$ cat config.mk
export PLATFORM = sky130hd
export DESIGN_NAME = gwr_mod
export DESIGN_NICKNAME = d
export VERILOG_FILES = /design/src/hdl/gwr_pkg.sv /design/src/hdl/gwr_mod.sv
export SDC_FILE = /design/constraint.sdc
export NUM_CORES = 1
export LEC_CHECK = 0
export BUFFER_PORTS_ARGS = -buffer_cell sky130_fd_sc_hd__buf_2
export CAP_MARGIN = 40
export CORE_UTILIZATION = 50
export DETAILED_ROUTE_END_ITERATION = 7
export HOLD_SLACK_MARGIN = 0.05
export PLACE_DENSITY = 0.73
export SLEW_MARGIN = 40
export SYNTH_ARGS = -nofsm -noshare
export SYNTH_HDL_FRONTEND = slang
export SYNTH_SLANG_ARGS = --single-unit
$ cat constraint.sdc
create_clock -name i_clk -period 2.3 [get_ports i_clk]
set_input_delay 0.345 -clock i_clk [delete_from_list [all_inputs] [get_ports i_clk]]
set_output_delay 0.345 -clock i_clk [all_outputs]
set_load 0.05 [all_outputs]
$ cat src/hdl/gwr_pkg.sv
// ----------------------------------------------------------------------------
// gwr_pkg: shared types and constants of the congestion grid router
// Field widths, action and register codes, and the walker request types.
// ----------------------------------------------------------------------------
package gwr_pkg;

    localparam int GRID_SIDE_DEF = 256;
    localparam int COST_BITS_DEF = 16;

    localparam int COORD_W  = 8;
    localparam int ACTION_W = 2;
    localparam int RND_W    = 16;
    localparam int CNT_W    = 9;
    localparam int CFG_W    = 9;
    localparam int CFG_IDX_W = 1;
    localparam int MAXC_W   = 17;
    localparam int SUMC_W   = 25;
    localparam int CELL_W   = 16;

    localparam logic [CFG_W-1:0] CFG_RESET = 9'd256;

    localparam logic [ACTION_W-1:0] ACT_PLACE   = 2'd0;
    localparam logic [ACTION_W-1:0] ACT_REROUTE = 2'd1;
    localparam logic [ACTION_W-1:0] ACT_READ    = 2'd2;
    localparam logic [ACTION_W-1:0] ACT_UNUSED  = 2'd3;

    localparam logic [CFG_IDX_W-1:0] REG_WIDTH  = 1'd0;
    localparam logic [CFG_IDX_W-1:0] REG_HEIGHT = 1'd1;

    typedef logic [COORD_W-1:0] t_coord;

    typedef struct packed {
        logic   start;
        logic   step;
        logic   dir;
        t_coord bend;
        t_coord x1;
        t_coord y1;
        t_coord x2;
        t_coord y2;
    } t_walk_req;

    typedef struct packed {
        t_coord x;
        t_coord y;
        logic   last;
    } t_walk_pos;

endpackage

$ cat src/hdl/gwr_mod.sv
// ----------------------------------------------------------------------------
// gwr_mod: serial remainder unit
// Restoring division, one dividend bit per cycle, giving the remainder.
// ----------------------------------------------------------------------------
module gwr_mod (
    input  logic                      i_clk,
    input  logic                      i_rst_n,
    input  logic                      i_start,
    input  logic [gwr_pkg::RND_W-1:0] i_dividend,
    input  logic [gwr_pkg::CNT_W-1:0] i_divisor,
    output logic                      o_done,
    output logic [gwr_pkg::CNT_W-1:0] o_rem
);
    import gwr_pkg::*;

    localparam int STEP_W = $clog2(RND_W);

    logic              r_busy, r_done;
    logic [STEP_W-1:0] r_cnt;
    logic [RND_W-1:0]  r_dvd;
    logic [CNT_W-1:0]  r_div, r_rem;
    logic [CNT_W:0]    trial;

    assign trial = {r_rem, r_dvd[RND_W-1]};

    always_ff @(posedge i_clk) begin
        if (!i_rst_n) begin
            r_busy <= 1'b0;
            r_done <= 1'b0;
        end else begin
            r_done <= r_busy && (r_cnt == '0);
            if (i_start) begin
                r_busy <= 1'b1;
            end else if (r_cnt == '0) begin
                r_busy <= 1'b0;
            end
        end
    end

    always_ff @(posedge i_clk) begin
        if (i_start) begin
            r_cnt <= STEP_W'(RND_W - 1);
            r_dvd <= i_dividend;
            r_div <= i_divisor;
            r_rem <= '0;
        end else if (r_busy) begin
            r_cnt <= r_cnt - 1'b1;
            r_dvd <= {r_dvd[RND_W-2:0], 1'b0};
            if (trial >= {1'b0, r_div}) begin
                r_rem <= CNT_W'(trial - {1'b0, r_div});
            end else begin
                r_rem <= CNT_W'(trial);
            end
        end
    end

    assign o_done = r_done;
    assign o_rem  = r_rem;
endmodule

==> impl_metrics.toml <==
[status]
status = "finished clean"

[hold_path]
worstHoldStart = "i_divisor[7]"
holdPathEnd = "r_div[7]"
holdPathStages = 1
min_path_type = "in -> reg"

[synth]
synth_seq_area_share = 0.502
synth-async-reset-ratio = 0
synth_edf_count = 25
muxShareOfSynthArea = 0.119
synth_xor_area_frac = 0.0293
ys.warnings.count = 0
synth_area_sq_um = 2090
synth.avg_cell_area_sq_um = 11.5
ys_types = 43
synth_fa_ha_area_frac = 0.0694
syn_nets = 221
ys_ff_latch = 40
synth_cells = 182
synth-main-ff-cell = "edfxtp_1"
synth_top_area_cell = "edfxtp_1"
ys_top_cells_by_area = "edfxtp_1 36%, dfxtp_1 14%, mux2_2 8.1%"
yosys.area.top_type_share = 0.359
synth-compound-area-share = 0.115
synth_top_family_by_area = "multiplexers"
yosys.area_share.simple = 0.118

[cells_and_area]
fill_cells = 334
final_cell_mix = "37 x buf_2, 25 x edfxtp_1, 16 x nand2_1"
final_common_cell = "buf_2"
area_growth_pct = 19.4
fin_util = 0.625
layout.nets = 265
antenna_cells = 0
drive_above_1_share = 0.366

[global_route]
gr-usage-met2 = 0.311
use_met1 = 0.224
grt_pass1_vias = 1396
grt_most_used_layer = "met2"
grt_use_total = 0.188
grt_antenna_before_repair = 0
grt_max_degree = 30
grt_pass1_wl_um = 6010
met3_usage = 0.0599
overflow = 0

[placed_design]
gp_congestion = 0.817
port_buffers = 37
dp.final_hpwl_um = 2650

[sta]
max_freq_mhz = 444
tns_ps = 0
rsz0062_at_grt = "true"
fin_crit_ps = 2250
tightest_slew_ps = 577
hold_ws_ps = 224
skew_ps = 6.36
setup_violations = 0
slew_viol_final = 0
relSlewSlack = 0.615
period_share = 0.980
hold_violations = 0

[routing]
antenna_left = 0
dr_total_vias = 1475
via_per_inst = 5.32
wl_per_cell_um = 13.3
wirelength_um = 3690
drt_iter0_drc = 65
drc_errors = 0
firstDrtPassIters = 4

[floorplanning]
initial_core_util = 0.523
core_area_sq_um = 4000
dieWidth_um = 66.7
die_h_um = 66.7
io-pin-count = 38
rows = 23
fp.dieArea_sq_um = 4450

[power_and_ir_drop]
sw_frac_of_total = 0.281
clkPwrFrac = 0.293
power_switching_w = 0.000535
p_per_area_nw_per_um2 = 761
p_int_w = 0.00137
p_leak_nw = 1.11
power_frac_seq = 0.457
irDropWorstVdd_v = 0.000484
pwr-share-comb = 0.250

[critical_path]
cp_cell_sequence = "inv_1, ha_2, inv_2, fa_2, a211oi_4, o21ai_2, a211oi_4, buf_6, mux2i_1, a211oi_1"
r2r-end = "o_rem[1]"
crit_fanout = 8
crit_path_start_kind = "flop"
cp_slowest_cell = "fa_2"
cpMostUsedCell = "a211oi_4"
arrival_ps = 2400
crit_required_ps = 2450
worstRegToRegCells = 10
r2r-start = "r_dvd[15]"
worst-setup-path-type = "reg -> reg"
cpPeakStageDelay_ps = 390
end_kind = "flop"
reg2reg_slack_ps = 50

[cts]
clkTransAtPathRegs_ps = 80
hold_buffers = 0
cts_sinks = 40
cts_tree = "built"
cts_buffers = 5
cts.htree.levels = 2
cts-root-buf = "clkbuf_8"
clockBufferDepth = 2
clock_latency_ps = 290

[flow_run]
drv_cap = 0
[critical path: cells and delay by family (launching register included)]
family | cells | cell delay (ps)
compound gates | 4 | 710
fa+ha+maj | 2 | 560
buf+inv | 3 | 280
mux | 1 | 200
flops | 1 | 380
[synth_stat cells, drive strengths merged (4+ instances only)]
library cell and number:
xor2 4, ha 10, a21oi 5, a311oi 4
nand2 17, mux2i 8, clkbuf 5, edfxtp 25
nand3b 4, dfxtp 15, a211oi 6, nor2 14
inv 13, mux2 15, buf 4
[registers in the layout, indices dropped and copies added (netlist names)]
register	count
o_done	1
r_dvd	16
r_cnt	4
r_div	9
r_busy	1
o_rem	9
[repair_timing]
action	CTS	global route
setup buffers	1	1
endpoints found under the setup margin	1	8
gates resized for setup	2	6
pin swaps	1	9
[per-stage QoR]
step                      area (sq um)  setup WS (ps)  instances  power (W)
after global routing              2500          -52.8        277    0.00199
final                             2500           46.5        277    0.00190
after CTS                         2470           10.6        276    0.00190
after global placement            2350           41.5        267    0.00132
after floorplan                   2100           3.64        182    0.00122
after detailed placement          2350          -15.5        267    0.00133
[power by group through the flow]
stage | Clock [W] | Sequential, W | Combinational (W)
after global placement | 0 | 0.000885 | 0.000440
after global routing | 0.000593 | 0.000877 | 0.000520
after floorplan | 0 | 0.000927 | 0.000292
after detailed placement | 0 | 0.000885 | 0.000444
final | 0.000557 | 0.000868 | 0.000476
after CTS | 0.000569 | 0.000869 | 0.000457
[final cells by class]
cell class / instances / area [sq um] / share of cell area
clock buffer: 5 / 68.8 / 0.0275
inverter: 13 / 48.8 / 0.0195
multi-input combinational: 120 / 963 / 0.386
timing repair buffer: 46 / 260 / 0.104
sequential: 40 / 1060 / 0.423
clock inverter: 3 / 37.5 / 0.0150
tap: 50 / 62.6 / 0.0250
[metal layers]
layer  wire [um]  vias to the layer above  part of all wire
li1            -                      748                 -
met1        1720                      692              0.47
met2        1770                       29              0.48
met3         137                        6             0.037
met4          67                        0             0.018
met5           0                        -                 0
[cell families after synthesis]
logic type | Yosys count
AOI/OAI and AO/OA | 30
xor gates and xnor gates | 7
adders and majority gates | 11
buffers and inverters | 22
DFF | 40
muxes | 23
and+or+nand+nor | 49
[worst max-delay path by stage]
stage / start / to / slack (ps) / cells after the start
2_1_floorplan: r_dvd[15] / o_rem[4] / 4 / 10
3_3_place_gp: r_dvd[15] / o_rem[1] / 40 / 10
3_5_place_dp: r_dvd[15] / o_rem[1] / -20 / 10
4_1_cts: r_dvd[15] / o_rem[1] / 10 / 10
5_1_grt: r_dvd[15] / o_rem[1] / -50 / 10
6_report: r_dvd[15] / o_rem[1] / 50 / 10
Note: power is estimated with default switching activity, not from simulation.
