$ cat src/hdl/gwr_pkg.sv
// ----------------------------------------------------------------------------
// gwr_pkg: shared types and constants of the congestion grid router
// Field widths, action and register codes, and the walker request types.
// ----------------------------------------------------------------------------
package gwr_pkg;

    localparam int GRID_SIDE_DEF = 256;
    localparam int COST_BITS_DEF = 16;

    localparam int COORD_W  = 8;
    localparam int ACTION_W = 2;
    localparam int RND_W    = 16;
    localparam int CNT_W    = 9;
    localparam int CFG_W    = 9;
    localparam int CFG_IDX_W = 1;
    localparam int MAXC_W   = 17;
    localparam int SUMC_W   = 25;
    localparam int CELL_W   = 16;

    localparam logic [CFG_W-1:0] CFG_RESET = 9'd256;

    localparam logic [ACTION_W-1:0] ACT_PLACE   = 2'd0;
    localparam logic [ACTION_W-1:0] ACT_REROUTE = 2'd1;
    localparam logic [ACTION_W-1:0] ACT_READ    = 2'd2;
    localparam logic [ACTION_W-1:0] ACT_UNUSED  = 2'd3;

    localparam logic [CFG_IDX_W-1:0] REG_WIDTH  = 1'd0;
    localparam logic [CFG_IDX_W-1:0] REG_HEIGHT = 1'd1;

    typedef logic [COORD_W-1:0] t_coord;

    typedef struct packed {
        logic   start;
        logic   step;
        logic   dir;
        t_coord bend;
        t_coord x1;
        t_coord y1;
        t_coord x2;
        t_coord y2;
    } t_walk_req;

    typedef struct packed {
        t_coord x;
        t_coord y;
        logic   last;
    } t_walk_pos;

endpackage

$ cat src/hdl/gwr_walker.sv
// ----------------------------------------------------------------------------
// gwr_walker: route cell sequencer
// Steps through the cells of a two-bend route, one cell per step request.
// ----------------------------------------------------------------------------
module gwr_walker (
    input  logic               i_clk,
    input  logic               i_rst_n,
    input  gwr_pkg::t_walk_req i_req,
    output gwr_pkg::t_walk_pos o_pos
);
    import gwr_pkg::*;

    t_coord     r_px, r_py;
    logic [1:0] r_phase;

    logic   reach0, reach1, reach2;
    logic   move, move_x;
    t_coord target;
    logic [1:0] n_phase;
    t_coord cur;

    // Phase 0 runs to the bend, phase 1 crosses to the far line, phase 2
    // runs to the end cell.  A phase whose target is already met is skipped.
    always_comb begin
        if (!i_req.dir) begin
            reach0 = (r_px == i_req.bend);
            reach1 = (r_py == i_req.y2);
            reach2 = (r_px == i_req.x2);
        end else begin
            reach0 = (r_py == i_req.bend);
            reach1 = (r_px == i_req.x2);
            reach2 = (r_py == i_req.y2);
        end
        move    = 1'b1;
        n_phase = r_phase;
        if (r_phase == 2'd0 && !reach0) begin
            n_phase = 2'd0;
            move_x  = !i_req.dir;
            target  = i_req.bend;
        end else if (r_phase != 2'd2 && !reach1) begin
            n_phase = 2'd1;
            move_x  = i_req.dir;
            target  = i_req.dir ? i_req.x2 : i_req.y2;
        end else begin
            n_phase = 2'd2;
            move_x  = !i_req.dir;
            target  = i_req.dir ? i_req.y2 : i_req.x2;
            move    = !reach2;
        end
        cur = move_x ? r_px : r_py;
    end

    always_ff @(posedge i_clk) begin
        if (!i_rst_n) begin
            r_phase <= 2'd0;
        end else if (i_req.start) begin
            r_phase <= 2'd0;
        end else if (i_req.step && move) begin
            r_phase <= n_phase;
        end
    end

    always_ff @(posedge i_clk) begin
        if (i_req.start) begin
            r_px <= i_req.x1;
            r_py <= i_req.y1;
        end else if (i_req.step && move) begin
            if (move_x) begin
                r_px <= (cur < target) ? cur + 1'b1 : cur - 1'b1;
            end else begin
                r_py <= (cur < target) ? cur + 1'b1 : cur - 1'b1;
            end
        end
    end

    assign o_pos.x    = r_px;
    assign o_pos.y    = r_py;
    assign o_pos.last = !move;
endmodule

$ cat config.mk
export PLATFORM = sky130hd
export DESIGN_NAME = gwr_walker
export DESIGN_NICKNAME = d
export VERILOG_FILES = /design/src/hdl/gwr_pkg.sv /design/src/hdl/gwr_walker.sv
export SDC_FILE = /design/constraint.sdc
export NUM_CORES = 1
export LEC_CHECK = 0
export BUFFER_PORTS_ARGS = -buffer_cell sky130_fd_sc_hd__buf_2
export CORE_ASPECT_RATIO = 0.6
export CORE_MARGIN = 1
export CORE_UTILIZATION = 32
export DETAILED_ROUTE_END_ITERATION = 10
export GPL_TIMING_DRIVEN = 0
export PLACE_DENSITY = 0.54
export SYNTH_ARGS = -nofsm -noshare
export SYNTH_HDL_FRONTEND = slang
export SYNTH_SLANG_ARGS = --single-unit
$ cat constraint.sdc
create_clock -name i_clk -period 4.95 [get_ports i_clk]
set_input_delay 0.2475 -clock i_clk [delete_from_list [all_inputs] [get_ports i_clk]]
set_output_delay 0.2475 -clock i_clk [all_outputs]
set_load 0.005 [all_outputs]
==> summary by stage <==
Pwr
The worst-case IR drop observed on VDD is 0.000280 V. For this design the ratio of total power to cell area is 636 nW/um^2. In this run the static leakage power is 0.00129 uW.

Logic synthesis
The synthesized area per cell is 8.90 sq um. Summing every instance area after synthesis gives 2010 sq um. The number of register bits inferred by synthesis is 18.

The gate count after technology mapping is 226. The part of the Yosys area used for sequential elements is 0.259. The number of nets handed over by synthesis was 285. The Yosys step of the flow raised 0 warnings. In this run, distinct cell masters in the synthesized netlist total 41.

Of all cell types, the one taking the most synthesized area is sky130_fd_sc_hd__edfxtp_1. Sorting the synthesized cells by area gives the leading types as sky130_fd_sc_hd__edfxtp_1, sky130_fd_sc_hd__mux2i_1, sky130_fd_sc_hd__xnor2_1. The share of Yosys cell area claimed by the top area cell type is 0.239.

Hold path
The worst min-delay path category is in2reg.

Global routing
The pin count of the biggest net entering global routing is 11. The overall track demand over capacity in global routing is 0.199. Summed over all layers, the global routing overflow is 0. The initial antenna violation count was 0. The via count of the first global-routing pass is ~1900. The first-pass GRT wire length is 10200 um.

Floorplan
The width of the die is 104 um. The core box area is 5810 sq um. The floorplan step defined a die boundary enclosing between 6000 and 7000 sq um. For this design the top-level I/O count stands at 62. The effective utilization at floorplan is 0.346.

Row generation in the floorplan step produced 21 rows. The die is 63.4 um tall.

Final layout
For this run, the post-layout net count is about 380. The post-layout utilization of the core is 0.488. Compared with the post-synthesis result, the final layout area differs by 40.9%. The leading cell type in the layout, fill and taps excluded is sky130_fd_sc_hd__buf_2. The post-route standard cell area excluding fillers is 2830 sq um.

The ratio of cells with drive above 1 in the final layout is 0.384. Once layout is complete, the cells apart from fillers number 398. The number of antenna repair diodes is 0. In the layout the commonest cells are sky130_fd_sc_hd__buf_2, sky130_fd_sc_hd__buf_4, sky130_fd_sc_hd__nor2_1.

Route
After detailed routing, the total wire length is 6710 um. The detail route stage leaves a number of antenna-violating nets equal to 0. In the routed design, unresolved DRC markers number 0.

Summing over every cut layer, the via total after detailed routing is approximately 2000. The number of search-and-repair iterations in the first detailed-routing pass is 4. The number of vias per cell after detailed routing is 5.14. The starting DRC count in detailed routing is 119. The wire length per cell after detailed routing is 16.9 um.

Place
The total placed cells including tap cells is 366. After legalization and detailed placement, the total HPWL measured about 4900 um. The placer's final routability congestion estimate is around 0.87. The placed standard-cell area is 2410 sq um.

The count of input and output buffers is 60.

Worst setup path
The path type of the worst setup path is reg2reg. The worst setup path is captured at a flop. The largest fanout on the critical path is 7. The type of origin of the critical path is a flop.

Data on the critical path is required at its endpoint by 4950 ps. The critical path data arrival time is 5050 ps.

CTS
The root buffer cell chosen for the clock tree is sky130_fd_sc_hd__clkbuf_8. After clock tree synthesis, the clock-pin slew on the worst setup and hold paths is 80 ps. Clock latency on the worst-skew pair, taken at its later pin, is 260 ps. CTS saw 18 sinks.

The buffer depth of the longest clock path is 2. The clock tree from TritonCTS is built. The CTS H-tree depth is 1. The number of buffers created by CTS is 3.

Timing
The total count of max-transition violations in the final report was 0. The tightest slew margin relative to the limit is 0.427. The fmax is a little under 0.2 GHz. The aggregate negative setup slack is -182 ps.

The final hold slack is 236 ps. For the pin with the worst max-slew slack, the measured transition is 854 ps. The final setup slack of the worst path is -92.8 ps. The final setup violation count is 2.

Setup repair after global routing could not meet its margin everywhere. Dividing the final minimum period by the clock period gives 1.02. The final number of hold-violating endpoints came to 0. The maximum clock skew at final layout is 4.55 ps. The minimum clock period after layout is around 5000 ps.

Run status
The run finished, with violations left. The final reports fail on negative setup slack.

Flow run
Across the run, the number of max-cap violations was 0.
[flip-flops by register name (all words and copies together), names as in the netlist]
register,flops
r_px,8
r_py,8
r_phase,2
[worst paths after layout]
| check | slack (ps) | depth (start not counted) | start | endpoint |
|---|---|---|---|---|
| worst max-delay path | -90 | 23 | r_px[5]$_DFFE_PP_ | r_py[7]$_DFFE_PP_ |
| worst min-delay path | 240 | 2 | i_rst_n | r_phase[1]$_SDFFE_PP0P_ |
| worst max register to register | -90 | 23 | r_px[5]$_DFFE_PP_ | r_py[7]$_DFFE_PP_ |
| worst min register to register | 600 | 1 | r_phase[1]$_SDFFE_PP0P_ | r_phase[1]$_SDFFE_PP0P_ |
[report_power, final]
part           leakage [uW]  internal [uW]  switching [uW]  total [uW]
sequential         0.000178            267            81.6         348
clock             0.0000231           55.4            58.2         114
combinational       0.00109            690             651        1340
[Yosys cell counts]
| library cell | n |
|---|---|
| sky130_fd_sc_hd__ha_1 | 13 |
| sky130_fd_sc_hd__a21o_1 | 10 |
| sky130_fd_sc_hd__or2_2 | 1 |
| sky130_fd_sc_hd__o2bb2ai_2 | 1 |
| sky130_fd_sc_hd__nand4_2 | 1 |
| sky130_fd_sc_hd__o211a_1 | 1 |
| sky130_fd_sc_hd__dfxtp_1 | 2 |
| sky130_fd_sc_hd__nor2_1 | 22 |
| sky130_fd_sc_hd__a31oi_1 | 1 |
| sky130_fd_sc_hd__o21ai_1 | 2 |
| sky130_fd_sc_hd__o21bai_1 | 1 |
| sky130_fd_sc_hd__mux2i_1 | 18 |
| sky130_fd_sc_hd__clkbuf_1 | 5 |
| sky130_fd_sc_hd__a211oi_4 | 1 |
| sky130_fd_sc_hd__buf_6 | 1 |
| sky130_fd_sc_hd__nand4b_1 | 1 |
| sky130_fd_sc_hd__a211o_1 | 1 |
| sky130_fd_sc_hd__inv_1 | 10 |
| sky130_fd_sc_hd__fa_1 | 1 |
| sky130_fd_sc_hd__buf_8 | 1 |
| sky130_fd_sc_hd__a21boi_0 | 1 |
| sky130_fd_sc_hd__xnor2_1 | 19 |
| sky130_fd_sc_hd__xor2_1 | 8 |
| sky130_fd_sc_hd__a32oi_1 | 2 |
| sky130_fd_sc_hd__nor3_1 | 3 |
| sky130_fd_sc_hd__mux2_2 | 6 |
| sky130_fd_sc_hd__nand2b_1 | 2 |
| sky130_fd_sc_hd__buf_1 | 1 |
| sky130_fd_sc_hd__o211ai_1 | 5 |
| sky130_fd_sc_hd__nor3b_1 | 1 |
| sky130_fd_sc_hd__nand2_1 | 15 |
| sky130_fd_sc_hd__o22ai_1 | 2 |
| sky130_fd_sc_hd__nand4_1 | 6 |
| sky130_fd_sc_hd__o21a_1 | 5 |
| sky130_fd_sc_hd__xor2_2 | 1 |
| sky130_fd_sc_hd__mux2_4 | 1 |
| sky130_fd_sc_hd__nor2b_1 | 5 |
| sky130_fd_sc_hd__a21oi_1 | 18 |
| sky130_fd_sc_hd__edfxtp_1 | 16 |
| sky130_fd_sc_hd__o21ai_0 | 14 |
| sky130_fd_sc_hd__o2111a_1 | 1 |
[cell type report]
cell class	count	area [sq um]
inverters	10	37.5
multi-input cells	190	1570
repair buffers	88	514
fillers	598	2970
flip-flops and latches	18	520
clock buffers	3	41.3
clock inverters	1	3.75
well taps	80	100
plain buffers	8	50.0
[worst max-delay path, stage by stage, from the launching register on]
cell and delay (ps):
sky130_fd_sc_hd__edfxtp_1 520, sky130_fd_sc_hd__mux2i_1 210, sky130_fd_sc_hd__xor2_1 170, sky130_fd_sc_hd__nand4_1 150, sky130_fd_sc_hd__o211a_1 270, sky130_fd_sc_hd__a211oi_4 530
sky130_fd_sc_hd__buf_4 220, sky130_fd_sc_hd__mux2_4 320, sky130_fd_sc_hd__ha_4 240, sky130_fd_sc_hd__nand4_1 90, sky130_fd_sc_hd__nor2_1 60, sky130_fd_sc_hd__nor2_1 80
sky130_fd_sc_hd__nand2_1 70, sky130_fd_sc_hd__a21o_4 230, sky130_fd_sc_hd__ha_4 220, sky130_fd_sc_hd__o21a_1 170, sky130_fd_sc_hd__o21a_1 180, sky130_fd_sc_hd__o21a_1 170
sky130_fd_sc_hd__o21a_1 190, sky130_fd_sc_hd__o22ai_2 150, sky130_fd_sc_hd__a31oi_2 70, sky130_fd_sc_hd__xor2_2 210, sky130_fd_sc_hd__xnor2_1 200, sky130_fd_sc_hd__o21ai_1 80
[stage by stage]
| step | total power (uW) | worst slack, ps |
|---|---|---|
| 6_report | 1800 | -92.8 |
| 5_1_grt | 1940 | -297 |
| 4_1_cts | 1670 | -39.6 |
| 3_5_place_dp | 1350 | -503 |
| 3_3_place_gp | 1340 | -437 |
| 2_1_floorplan | 1070 | 143 |
[layer usage]
layer | track usage | vias up | wire (um) | part of all wire
li1 | - | 1011 | - | -
met1 | 0.303 | 956 | 3540 | 0.53
met2 | 0.296 | 76 | 2740 | 0.41
met3 | 0.0280 | 4 | 361 | 0.054
met4 | 0.0411 | 0 | 66 | 0.0098
met5 | 0 | - | 0 | 0
[kinds of logic (layout without fill, tap and decap cells)]
group / after synthesis / in the layout / synth area share
compound gates: 66 / 66 / 0.217
xor+xnor: 28 / 28 / 0.126
buf+inv: 18 / 110 / 0.0429
flops: 18 / 18 / 0.259
simple gates: 57 / 57 / 0.134
mux: 25 / 25 / 0.131
fa+ha+maj: 14 / 14 / 0.0908
[what timing repair did]
item                       in CTS  in global routing
hold buffers                    0                  0
setup endpoints to repair       5                  6
gates resized for setup        17                 12
pin swaps                       9                 13
buffers inserted               23                  5
Note: power is estimated with default switching activity, not from simulation.
